## src/design/rde_pkg.sv

```systemverilog
// shared types, constants and helpers for the radix digit emitter
package rde_pkg;

  localparam int MAX_DIGITS_DEF = 24;
  localparam int MAX_PAD_DEF    = 64;

  localparam int VALUE_W = 64;
  localparam int CHAR_W  = 8;
  localparam int PADW_W  = 7;
  localparam int REM_W   = 5;

  localparam logic [REM_W-1:0]  BASE_DEC   = 5'd10;
  localparam logic [REM_W-1:0]  BASE_HEX   = 5'd16;
  localparam logic [CHAR_W-1:0] ASCII_ZERO = 8'h30;
  localparam logic [CHAR_W-1:0] ASCII_LC_A = 8'h61;

  typedef enum logic [1:0] {
    ST_IDLE,
    ST_DIV,
    ST_PAD,
    ST_EMIT
  } rde_state_t;

  typedef struct packed {
    logic start;
    logic hex;
  } rde_div_ctl_t;

  typedef struct packed {
    logic busy;
    logic done;
  } rde_div_sts_t;

  function automatic logic [CHAR_W-1:0] to_ascii(input logic [3:0] d);
    logic [CHAR_W-1:0] c;
    if (d < 4'd10) begin
      c = ASCII_ZERO + CHAR_W'(d);
    end else begin
      c = ASCII_LC_A + CHAR_W'(d) - 8'd10;
    end
    return c;
  endfunction

endpackage

```

## src/design/rde_if.sv

```systemverilog
// valid/ready channel interfaces for the input number and the output characters
interface rde_in_if;
  logic        valid;
  logic        ready;
  logic [63:0] value;
  logic        func;
  logic [6:0]  pad_width;

  modport source (output valid, value, func, pad_width, input ready);
  modport sink   (input valid, value, func, pad_width, output ready);
endinterface

interface rde_out_if;
  logic       valid;
  logic       ready;
  logic [7:0] character;
  logic       last;

  modport source (output valid, character, last, input ready);
  modport sink   (input valid, character, last, output ready);
endinterface

```

## src/design/rde_div.sv

```systemverilog
// nibble-serial divider by 10 or 16, four quotient bits per cycle
module rde_div
  import rde_pkg::*;
(
  input  logic               clk,
  input  logic               rst,
  input  rde_div_ctl_t       ctl,
  input  logic [VALUE_W-1:0] value,
  output rde_div_sts_t       sts,
  output logic [VALUE_W-1:0] quotient,
  output logic [REM_W-1:0]   remainder
);

  localparam int STEP_W   = 4;
  localparam int STEPS    = VALUE_W / STEP_W;
  localparam int CNT_W    = $clog2(STEPS);
  localparam int TRIAL_W  = 2 * STEP_W;
  localparam int PROD_W   = 15;
  localparam int RECIP_SH = 11;
  localparam logic [PROD_W-1:0] RECIP_10 = 15'd205;

  logic [VALUE_W-1:0] quo;
  logic [REM_W-1:0]   rest;
  logic [REM_W-1:0]   base;
  logic [CNT_W-1:0]   cnt;
  logic               busy;
  logic               done;

  logic [TRIAL_W-1:0] trial;
  logic [PROD_W-1:0]  prod;
  logic [STEP_W-1:0]  qdig;
  logic [TRIAL_W-1:0] rdig;

  // bring the next dividend nibble into the partial remainder and divide it by the base
  // (x * 205) >> 11 equals x / 10 for every x below 1029; here x stays below 160
  always_comb begin
    trial = {rest[STEP_W-1:0], quo[VALUE_W-1 -: STEP_W]};
    prod  = PROD_W'(trial) * RECIP_10;
    if (base == BASE_HEX) begin
      qdig = trial[TRIAL_W-1 -: STEP_W];
      rdig = {{STEP_W{1'b0}}, trial[STEP_W-1:0]};
    end else begin
      qdig = prod[RECIP_SH +: STEP_W];
      rdig = trial - {1'b0, qdig, 3'b000} - {3'b000, qdig, 1'b0};
    end
  end

  always_ff @(posedge clk) begin
    if (rst) begin
      busy <= 1'b0;
      done <= 1'b0;
      cnt  <= '0;
      rest <= '0;
      quo  <= '0;
      base <= BASE_DEC;
    end else if (ctl.start) begin
      busy <= 1'b1;
      done <= 1'b0;
      cnt  <= '0;
      rest <= '0;
      quo  <= value;
      base <= ctl.hex ? BASE_HEX : BASE_DEC;
    end else if (busy) begin
      quo  <= {quo[VALUE_W-STEP_W-1:0], qdig};
      rest <= rdig[REM_W-1:0];
      cnt  <= cnt + 1'b1;
      if (cnt == CNT_W'(STEPS - 1)) begin
        busy <= 1'b0;
        done <= 1'b1;
      end
    end else begin
      done <= 1'b0;
    end
  end

  assign sts.busy  = busy;
  assign sts.done  = done;
  assign quotient  = quo;
  assign remainder = rest;

endmodule

```

## src/design/radix_digit_emitter.sv

```systemverilog
// top level: 64-bit unsigned to ascii decimal or hex with leading zero padding
//
//  channel | dir | payload                      | accepted when
//  din     | in  | value, func, pad_width       | din.valid && din.ready
//  dout    | out | character, last              | dout.valid && dout.ready
//
// each digit takes 16 four-bit steps in the shared divider, after which its
// remainder is stored and the divider restarts on the quotient while it is nonzero
// din.ready is high only while the sequencer is idle; one item at a time
// dout has an output register, so a stalled dout just holds the sequencer
// synchronous reset clears the sequencer, counts and the output valid
module radix_digit_emitter
  import rde_pkg::*;
#(
  parameter int MAX_DIGITS = MAX_DIGITS_DEF,
  parameter int MAX_PAD    = MAX_PAD_DEF
) (
  input logic       clk,
  input logic       rst,
  rde_in_if.sink    din,
  rde_out_if.source dout
);

  localparam int DC_W = $clog2(MAX_DIGITS + 1);
  localparam int IX_W = $clog2(MAX_DIGITS);
  localparam int PR_W = $clog2(MAX_PAD + 1);
  localparam int CMP_W = 8;

  rde_state_t state, state_next;

  logic [3:0]       digit_store [MAX_DIGITS];
  logic [DC_W-1:0]  digit_count, digit_count_next;
  logic [PR_W-1:0]  pad_remaining, pad_remaining_next;
  logic [PR_W-1:0]  pad_sat;
  logic             hex;

  logic             out_valid, out_valid_next;
  logic [CHAR_W-1:0] out_char, out_char_next;
  logic             out_last, out_last_next;

  rde_div_ctl_t       div_ctl;
  rde_div_sts_t       div_sts;
  logic [VALUE_W-1:0] div_value;
  logic [VALUE_W-1:0] div_quo;
  logic [REM_W-1:0]   div_rem;

  logic              accept;
  logic              slot_free;
  logic              store_wr;
  logic [DC_W-1:0]   count_after;
  logic [CMP_W-1:0]  width_ext;
  logic [CMP_W-1:0]  count_ext;
  logic [IX_W-1:0]   rd_idx;

  assign accept    = din.valid && din.ready;
  assign slot_free = !out_valid || dout.ready;
  assign rd_idx    = IX_W'(digit_count - 1'b1);

  rde_div u_div (
    .clk       (clk),
    .rst       (rst),
    .ctl       (div_ctl),
    .value     (div_value),
    .sts       (div_sts),
    .quotient  (div_quo),
    .remainder (div_rem)
  );

  always_ff @(posedge clk) begin
    if (rst) begin
      state         <= ST_IDLE;
      digit_count   <= '0;
      pad_remaining <= '0;
      out_valid     <= 1'b0;
    end else begin
      state         <= state_next;
      digit_count   <= digit_count_next;
      pad_remaining <= pad_remaining_next;
      out_valid     <= out_valid_next;
    end
  end

  always_ff @(posedge clk) begin
    out_char <= out_char_next;
    out_last <= out_last_next;
    if (accept) begin
      hex     <= din.func;
      pad_sat <= (din.pad_width > PADW_W'(MAX_PAD)) ? PR_W'(MAX_PAD)
                                                    : PR_W'(din.pad_width);
    end
    if (store_wr) begin
      digit_store[IX_W'(digit_count)] <= div_rem[3:0];
    end
  end

  always_comb begin
    state_next         = state;
    digit_count_next   = digit_count;
    pad_remaining_next = pad_remaining;
    out_valid_next     = out_valid && !dout.ready;
    out_char_next      = out_char;
    out_last_next      = out_last;
    div_ctl.start      = 1'b0;
    div_ctl.hex        = hex;
    div_value          = div_quo;
    store_wr           = 1'b0;
    count_after        = digit_count;
    width_ext          = CMP_W'(pad_sat);
    count_ext          = '0;

    case (state)
      ST_IDLE: begin
        div_value   = din.value;
        div_ctl.hex = din.func;
        if (accept) begin
          div_ctl.start    = 1'b1;
          digit_count_next = '0;
          state_next       = ST_DIV;
        end
      end
      ST_DIV: begin
        if (div_sts.done) begin
          // further digits past the store are dropped
          if (digit_count < DC_W'(MAX_DIGITS)) begin
            store_wr    = 1'b1;
            count_after = digit_count + 1'b1;
          end
          digit_count_next = count_after;
          count_ext        = CMP_W'(count_after);
          if (div_quo != '0) begin
            div_ctl.start = 1'b1;
          end else begin
            pad_remaining_next = (width_ext > count_ext) ?
                                 PR_W'(width_ext - count_ext) : '0;
            state_next         = ST_PAD;
          end
        end
      end
      ST_PAD: begin
        if (pad_remaining == '0) begin
          state_next = ST_EMIT;
        end else if (slot_free) begin
          out_valid_next     = 1'b1;
          out_char_next      = ASCII_ZERO;
          out_last_next      = 1'b0;
          pad_remaining_next = pad_remaining - 1'b1;
        end
      end
      ST_EMIT: begin
        if (slot_free) begin
          out_valid_next   = 1'b1;
          out_char_next    = to_ascii(digit_store[rd_idx]);
          out_last_next    = (digit_count == DC_W'(1));
          digit_count_next = digit_count - 1'b1;
          if (digit_count == DC_W'(1)) begin
            state_next = ST_IDLE;
          end
        end
      end
      default: begin
        state_next = ST_IDLE;
      end
    endcase
  end

  assign din.ready      = (state == ST_IDLE);
  assign dout.valid     = out_valid;
  assign dout.character = out_char;
  assign dout.last      = out_last;

  a_accept_starts_div: assert property (@(posedge clk) disable iff (rst)
    accept |=> (state == ST_DIV) && div_sts.busy)
    else $error("accepted item did not start the divider");

  a_emit_has_digit: assert property (@(posedge clk) disable iff (rst)
    (state == ST_EMIT) |-> (digit_count != '0))
    else $error("emit state with no stored digit");

  a_count_bound: assert property (@(posedge clk) disable iff (rst)
    digit_count <= DC_W'(MAX_DIGITS))
    else $error("digit count beyond store depth");

  a_div_only_when_dividing: assert property (@(posedge clk) disable iff (rst)
    div_sts.busy |-> (state == ST_DIV))
    else $error("divider busy outside the divide state");

  a_last_ends_item: assert property (@(posedge clk) disable iff (rst)
    (state == ST_EMIT && slot_free && digit_count == DC_W'(1)) |=>
      (state == ST_IDLE) && dout.valid && dout.last)
    else $error("final digit not flagged last");

endmodule
```

## src/flat_wrapper.sv

```systemverilog
// flat-port wrapper written by rule: the top's interface ports become plain ports
module radix_digit_emitter_flat import rde_pkg::*;
#(
  parameter int MAX_DIGITS = MAX_DIGITS_DEF,
  parameter int MAX_PAD    = MAX_PAD_DEF
)
  (clk, rst, din_valid, din_value, din_func, din_pad_width, din_ready, dout_valid, dout_character, dout_last, dout_ready);
  rde_in_if din_i ();
  rde_out_if dout_i ();
  input logic clk;
  input logic rst;
  input wire logic [$bits(din_i.valid)-1:0] din_valid;
  input wire logic [$bits(din_i.value)-1:0] din_value;
  input wire logic [$bits(din_i.func)-1:0] din_func;
  input wire logic [$bits(din_i.pad_width)-1:0] din_pad_width;
  output wire logic [$bits(din_i.ready)-1:0] din_ready;
  output wire logic [$bits(dout_i.valid)-1:0] dout_valid;
  output wire logic [$bits(dout_i.character)-1:0] dout_character;
  output wire logic [$bits(dout_i.last)-1:0] dout_last;
  input wire logic [$bits(dout_i.ready)-1:0] dout_ready;
  assign din_i.valid = din_valid;
  assign din_i.value = din_value;
  assign din_i.func = din_func;
  assign din_i.pad_width = din_pad_width;
  assign din_ready = din_i.ready;
  assign dout_valid = dout_i.valid;
  assign dout_character = dout_i.character;
  assign dout_last = dout_i.last;
  assign dout_i.ready = dout_ready;
  radix_digit_emitter #(.MAX_DIGITS(MAX_DIGITS), .MAX_PAD(MAX_PAD)) u_core (.clk(clk), .rst(rst), .din(din_i), .dout(dout_i));
endmodule
```

## config.mk

```make
export PLATFORM = sky130hd
export DESIGN_NAME = radix_digit_emitter_flat
export DESIGN_NICKNAME = d
export VERILOG_FILES = /design/src/design/rde_pkg.sv /design/src/design/rde_if.sv /design/src/design/rde_div.sv /design/src/design/radix_digit_emitter.sv /design/src/flat_wrapper.sv
export SDC_FILE = /design/constraint.sdc
export NUM_CORES = 1
export LEC_CHECK = 0
export ABC_AREA = 1
export BUFFER_PORTS_ARGS = -buffer_cell sky130_fd_sc_hd__buf_2
export CORE_UTILIZATION = 40
export CTS_CLUSTER_DIAMETER = 50
export DETAILED_ROUTE_END_ITERATION = 10
export HOLD_SLACK_MARGIN = 0.02
export PLACE_DENSITY_LB_ADDON = 0.1
export SLEW_MARGIN = 20
export SYNTH_ARGS = -nofsm -noshare
export SYNTH_HDL_FRONTEND = slang
export SYNTH_SLANG_ARGS = --single-unit
```

## constraint.sdc

```tcl
create_clock -name clk -period 11.13 [get_ports clk]
set_input_delay 1.113 -clock clk [delete_from_list [all_inputs] [get_ports clk]]
set_output_delay 1.113 -clock clk [all_outputs]
set_load 0.01 [all_outputs]
```

* After elaboration in Yosys (flattened, before gate mapping)
Memories as Yosys holds them, arrays and structs flattened.
Cells that the tools add are included.
** Cells by class
- Muxes and demuxes :: 51
- Bitwise operators :: 1
- Multiply operators :: 1
- Equal/unequal tests :: 15
- Reduce and logical (&&, ||, !) cells :: 19
- $lt $le $gt $ge :: 4
- Add/sub/neg operators :: 10
** Operators by type and width (count)
- two-way mux 64 bit :: 3
- nonzero test 64 bit :: 1
- two-way mux 5 bit :: 7
- two-way mux 7 bit :: 5
- two-way mux 8 bit :: 4
- two-way mux 1 bit :: 17
- case mux 8 bit (2 select lines) :: 1
- multiplier 8 x 8 -> 15 bit (second input constant) :: 1
- case mux 5 bit (3 select lines) :: 1
- case mux 7 bit (2 select lines) :: 1
- two-way mux 2 bit :: 6
- inequality test 2 x 1 -> 1 bit (second input constant) :: 5
- adder 7 x 4 -> 8 bit (first input constant) :: 1
- two-way mux 4 bit :: 2
- inequality test 2 bit (second input constant) :: 4
- case mux 2 bit (4 select lines) :: 1
- AND reduction 4 bit :: 2
- subtractor 4 bit :: 2
- subtractor 8 x 4 -> 8 bit (second input constant) :: 1
- adder 6 x 4 -> 7 bit (first input constant) :: 1
- greater-than comparator 7 x 5 -> 1 bit :: 1
- greater-than comparator 7 bit (second input constant) :: 1
- zero test 7 bit :: 1
- subtractor 7 x 1 -> 7 bit (second input constant) :: 1
- 24 further kinds :: 31
** Storage, ports and cells
- Bits in registers :: 111
- Logic and storage cells :: 116
- Bits in writable memories :: 96
- Memories :: 1
- Output and inout port bits :: 11
- Bits of input ports :: 76
** Memory list
- u_core.digit_store :: depth 24, bits a word 4, read ports 1, clocked after Yosys merged registers in 0, write ports 1, line radix_digit_emitter.sv:31 : logic [3:0] digit_store [MAX_DIGITS];

* Longest topological paths before layout
- Depth after elaboration :: 9
- Mapped depth :: 25
- Depth with buffers taken out :: 25

* Modules after synthesis
Synthesis repeated with hierarchy kept, for this count alone.
** Second synthesis, totals
- Cell total of the unflattened synthesis :: 1640
- Area, all modules :: 12296.8 µm²
** By module, submodules not included
- radix_digit_emitter :: sequential area each 3663.5 µm², instances 1, area each 7308.3 µm², cells an instance 916
- rde_div :: sequential area each 1541.5 µm², instances 1, area each 4988.5 µm², cells an instance 724

* Worst setup path before layout
Ideal clock, no wire load.
- Path type :: register -> register
- Start point :: register u_core.u_div.rest[2], in the netlist u_core.u_div.remainder[2]
- End point :: register u_core.u_div.rest[3], in the netlist u_core.u_div.remainder[3]
- Arrival time :: 4.163 ns
- Required time :: 11.006 ns
- Stages on the path, launching flop included :: 25
- Path buffers :: 0
- Setup time :: 0.124 ns
- Period minus slack after synthesis :: 4.287 ns
- Path slack :: 6.843 ns
- Cells stage by stage :: dfxtp_1 > ha_1 > ha_1 > fa_1 > inv_1 > fa_1 > inv_1 > ha_1 > nand2_1 > inv_1 > nand3_1 > o21ai_0 > nand2_1 > nand2_1 > nand2_1 > and2_1 > ha_1 > nand2_1 > inv_1 > nor2_1 > inv_1 > nand2_1 > nand3_1 > nand2_1 > a21oi_1
** Between the ends
- Longest elaborated chain between the ends :: 4
** Ends and longest elaborated chain
- start, declared :: line rde_div.sv:23 : logic [REM_W-1:0] rest;
- start signal, assigned :: line rde_div.sv:65 : rest <= rdig[REM_W-1:0];
- multiplier 8 x 8 -> 15 bit * :: line rde_div.sv:38 : prod = PROD_W'(trial) * RECIP_10;
- subtractor 4 bit :: line rde_div.sv:44 : rdig = trial - {1'b0, qdig, 3'b000} - {3'b000, qdig, 1'b0};
- subtractor 4 bit * :: line rde_div.sv:44
- two-way mux 4 bit * :: line rde_div.sv:39 : if (base == BASE_HEX) begin
Mark *: on every way between the ends. The rest lies on a longest branch, timed or not.
A chain may end at the register's enable or synchronous reset.

* Final worst setup path
- Start point :: register u_core.u_div.rest[1], in the netlist u_core.u_div.remainder[1]
- End point :: register u_core.u_div.rest[3], in the netlist u_core.u_div.remainder[3]
Same word-level chain as after synthesis.

==> impl_metrics.env <==
export IMPL_cts_setup_buffers=0
export IMPL_finalCriticalPeriod_ns=5.06
export IMPL_hold_buffers=0
export IMPL_power_mw=3.84
export IMPL_yosysMostFrequentCell="nor2_1"
export IMPL_cpPeakStageDelay_ns=1.03
export IMPL_synth_nets=1542
export IMPL_critical_path_arrival_ns=5.45
export IMPL_syn_area_per_cell_sq_um=8.08
export IMPL_antenna_found_initial=0
export IMPL_cts_root_buf="clkbuf_16"
export IMPL_core_sq_um=27700
export IMPL_setup_tns_ns=0
export IMPL_yosys_top_cells_area="edfxtp_1, dfxtp_1, nor2_1"
export IMPL_crit_top_cell="nand2_1"
export IMPL_routedWlPerCell_um=14.5
export IMPL_tightest_slew_ns=1.08
export IMPL_min_path_type="flop to flop"
export IMPL_post_drt_via_cell_ratio=4.89
export IMPL_h_tree_depth=1
export IMPL_dp_cells=1802
export IMPL_gp_congestion=0.793
export IMPL_final_util_pct=46.6
export IMPL_min_period_over_period_pct=45.4
export IMPL_place_port_buffers=85
export IMPL_timing_critical_path_from="u_core.u_div.remainder[1]"
export IMPL_die_w_um=170
export IMPL_cp_max_fo=28
export IMPL_dp_hpwl_um=18100
export IMPL_power_frac_comb_pct=47.6
export IMPL_synth_edf_count=112
export IMPL_synth_area_leader_cell="edfxtp_1"
export IMPL_hold_start="u_core.u_div.base[4]"
export IMPL_area_growth_pct=14.6
export IMPL_endpoint_kind="flop"
export IMPL_setup_violations=0
export IMPL_netlist_top_cells_count="nor2_1, nand2_1, inv_1"
export IMPL_clkTransAtPathRegs_ns=0.05
export IMPL_synth_seq_cells=203
export IMPL_fin_skew_ns=0.0223
export IMPL_first_iter_violations=563
export IMPL_drc=0
export IMPL_num_vias=9080
export IMPL_cap_violations=0
export IMPL_grt_max_degree=113
export IMPL_reg2reg_from="u_core.u_div.remainder[1]"
export IMPL_ys_types=48
export IMPL_synthFlopType="edfxtp_1"
export IMPL_crit_chain="ha_1 -> ha_1 -> fa_1 -> inv_1 -> fa_1 -> inv_1 -> ha_1 -> nand2_1 -> inv_1 -> nand3_1 -> o21ai_0 -> nand2_1 -> nand2_1 -> nand2_1 -> and2_1 -> ha_1 -> xnor2_1 -> inv_1 -> nand3_1 -> nand2_1 -> nand2_1 -> nand3_1 -> nand2_1 -> a21oi_1"
export IMPL_clockBufferDepth=3
export IMPL_post_cts_resized=0
export IMPL_grt_use_total_pct=18.7
export IMPL_async_flop_share_pct=0
export IMPL_grt_pass1_vias=8498
export IMPL_r2r_setup_slack_ns=6.07
export IMPL_switching_share_pct=43.4
export IMPL_grt_overflow_total=0
export IMPL_clk_latency_ns=0.54
export IMPL_die_area_sq_um=28800
export IMPL_chipHeight_um=170
export IMPL_p_clk_share_pct=24.9
export IMPL_start_util_pct=40.6
export IMPL_power_per_cell_area_nw_per_um2=297
export IMPL_grt_pass1_wl_um=43400
export IMPL_drt_wl_total_um=26900
export IMPL_drive_gt1_share_pct=12.1
export IMPL_drv_slew=0
export IMPL_cts_sinks=203
export IMPL_num_nets_final=1604
export IMPL_cp_required_ns=11.52
export IMPL_postRouteAntennaNets=0
export IMPL_max_freq_ghz=0.198
export IMPL_rsz0062_at_grt="false"
export IMPL_rows=61
export IMPL_status="finished, final reports clean"
export IMPL_dr_pass1_iters=5
export IMPL_diodes=0
export IMPL_seq_area_frac_synth_pct=46.0
export IMPL_peakVddDrop_mv=0.145
export IMPL_yosysWarnings=0
export IMPL_internal_power_mw=2.17
export IMPL_cts_tree="yes"
export IMPL_syn_cell_area_sq_um=11300
export IMPL_startpoint_type="flop"
export IMPL_fillCellCount=2868
export IMPL_layoutNonFillerInstCount=1855
export IMPL_cts_buffers=29
export IMPL_io_pins=87
export IMPL_p_switching_mw=1.67
export IMPL_max_slew_margin_rel_pct=27.8
export IMPL_synth_top_cell_area_share_pct=29.9
export IMPL_power_leakage_nw=5.72
export IMPL_critical_path_class="flop to flop"
export IMPL_fin_ws_ns=6.07
export IMPL_slowest_stage="dfxtp_1"
export IMPL_pwr_share_seq_pct=27.6
export IMPL_netlist_instances=1393
export IMPL_dp_slack_ns=6.05
export IMPL_final_hold_viol_count=0
## metal layers
| layer | track usage (%) | vias to the layer above | wire length, um | part of all wire (%) |
|---|---|---|---|---|
| met5 | 0 | - | 0 | 0 |
| met4 | 4.66 | 0 | 535 | 2.0 |
| met3 | 2.78 | 36 | 976 | 3.6 |
| met2 | 31.6 | 145 | 12900 | 48 |
| met1 | 25.1 | 4228 | 12500 | 47 |
| li1 | - | 4671 | - | - |
## power groups by stage
stage | Combinational (mW) | Clock (mW) | Sequential (mW)
floorplan | 1.45 | 0 | 1.05
global placement | 1.82 | 0 | 1.07
detailed placement | 1.84 | 0 | 1.07
CTS | 1.85 | 0.973 | 1.06
global route | 2.08 | 1.00 | 1.08
finish | 1.83 | 0.954 | 1.06
## through the flow
step	instance area, sq um	hold WS, ns
finish	12900	0.461
global route	12900	0.500
CTS	12900	0.466
detailed placement	11900	0.456
global placement	11900	0.448
floorplan	11300	0.441
## path summary, 6_finish.rpt
kind                                             endpoint  cells after the start
worst min register to register       u_core.u_div.base[4]                      2
worst max register to register  u_core.u_div.remainder[3]                     24
worst min-delay path                 u_core.u_div.base[4]                      2
worst max-delay path            u_core.u_div.remainder[3]                     24
## cell usage in the layout, fill, tap and decap left out, types with 4 or more instances in the layout
master	count
clkbuf_16	30
nand4_1	10
nand2_2	6
clkbuf_8	4
nand3_1	64
nor3_1	10
nand2_1	259
a211oi_2	5
xor2_1	9
inv_4	4
fa_1	11
nor2_1	273
ha_1	62
bufinv_16	4
o21ai_0	123
o211ai_1	12
o221ai_1	4
o21ai_1	45
o22ai_1	5
buf_2	85
nand3_2	4
a21oi_1	31
inv_1	149
buf_4	5
dfxtp_1	91
clkinv_1	5
inv_2	6
xnor2_1	6
edfxtp_1	112
## cells by family after synthesis
kind of cell / count (synthesis) / share of synthesized area [%]
and+or+nand+nor: 641 / 23.3
buffers and inverters: 219 / 8.39
adders and majority gates: 73 / 8.85
AOI/OAI and AO/OA: 239 / 11.9
other: 2 / 0.0667
DFF: 203 / 46.0
xor gates and xnor gates: 16 / 1.41
## worst max-delay path: cells and delay by family (launching register included)
family	cells	cell delay, ns
AOI/OAI and AO/OA	2	0.32
xor gates and xnor gates	1	0.21
adders and majority gates	6	2.26
buffers and inverters	4	0.24
DFF	1	1.03
and+or+nand+nor	11	0.86
## flip-flops by register name, summed over array words and instances (netlist names), 4 cells and up
signal                  count
u_core.u_div.cnt            4
u_core.pad_remaining        7
u_core.u_div.remainder      4
u_core.u_div.quotient      64
u_core.digit_count          5
u_core.dout.character       7
u_core.pad_sat              7
u_core.digit_store         96
## final cells by class
class	instances	area [sq um]	share of cell area, %
clock inverters	17	209	1.62
clock buffers	36	813	6.30
well taps	378	473	3.67
multi-input cells	971	5150	39.9
flip-flops and latches	203	5180	40.2
repair buffers	90	463	3.59
inverters	160	608	4.71
(Power assumes the default switching activity.)
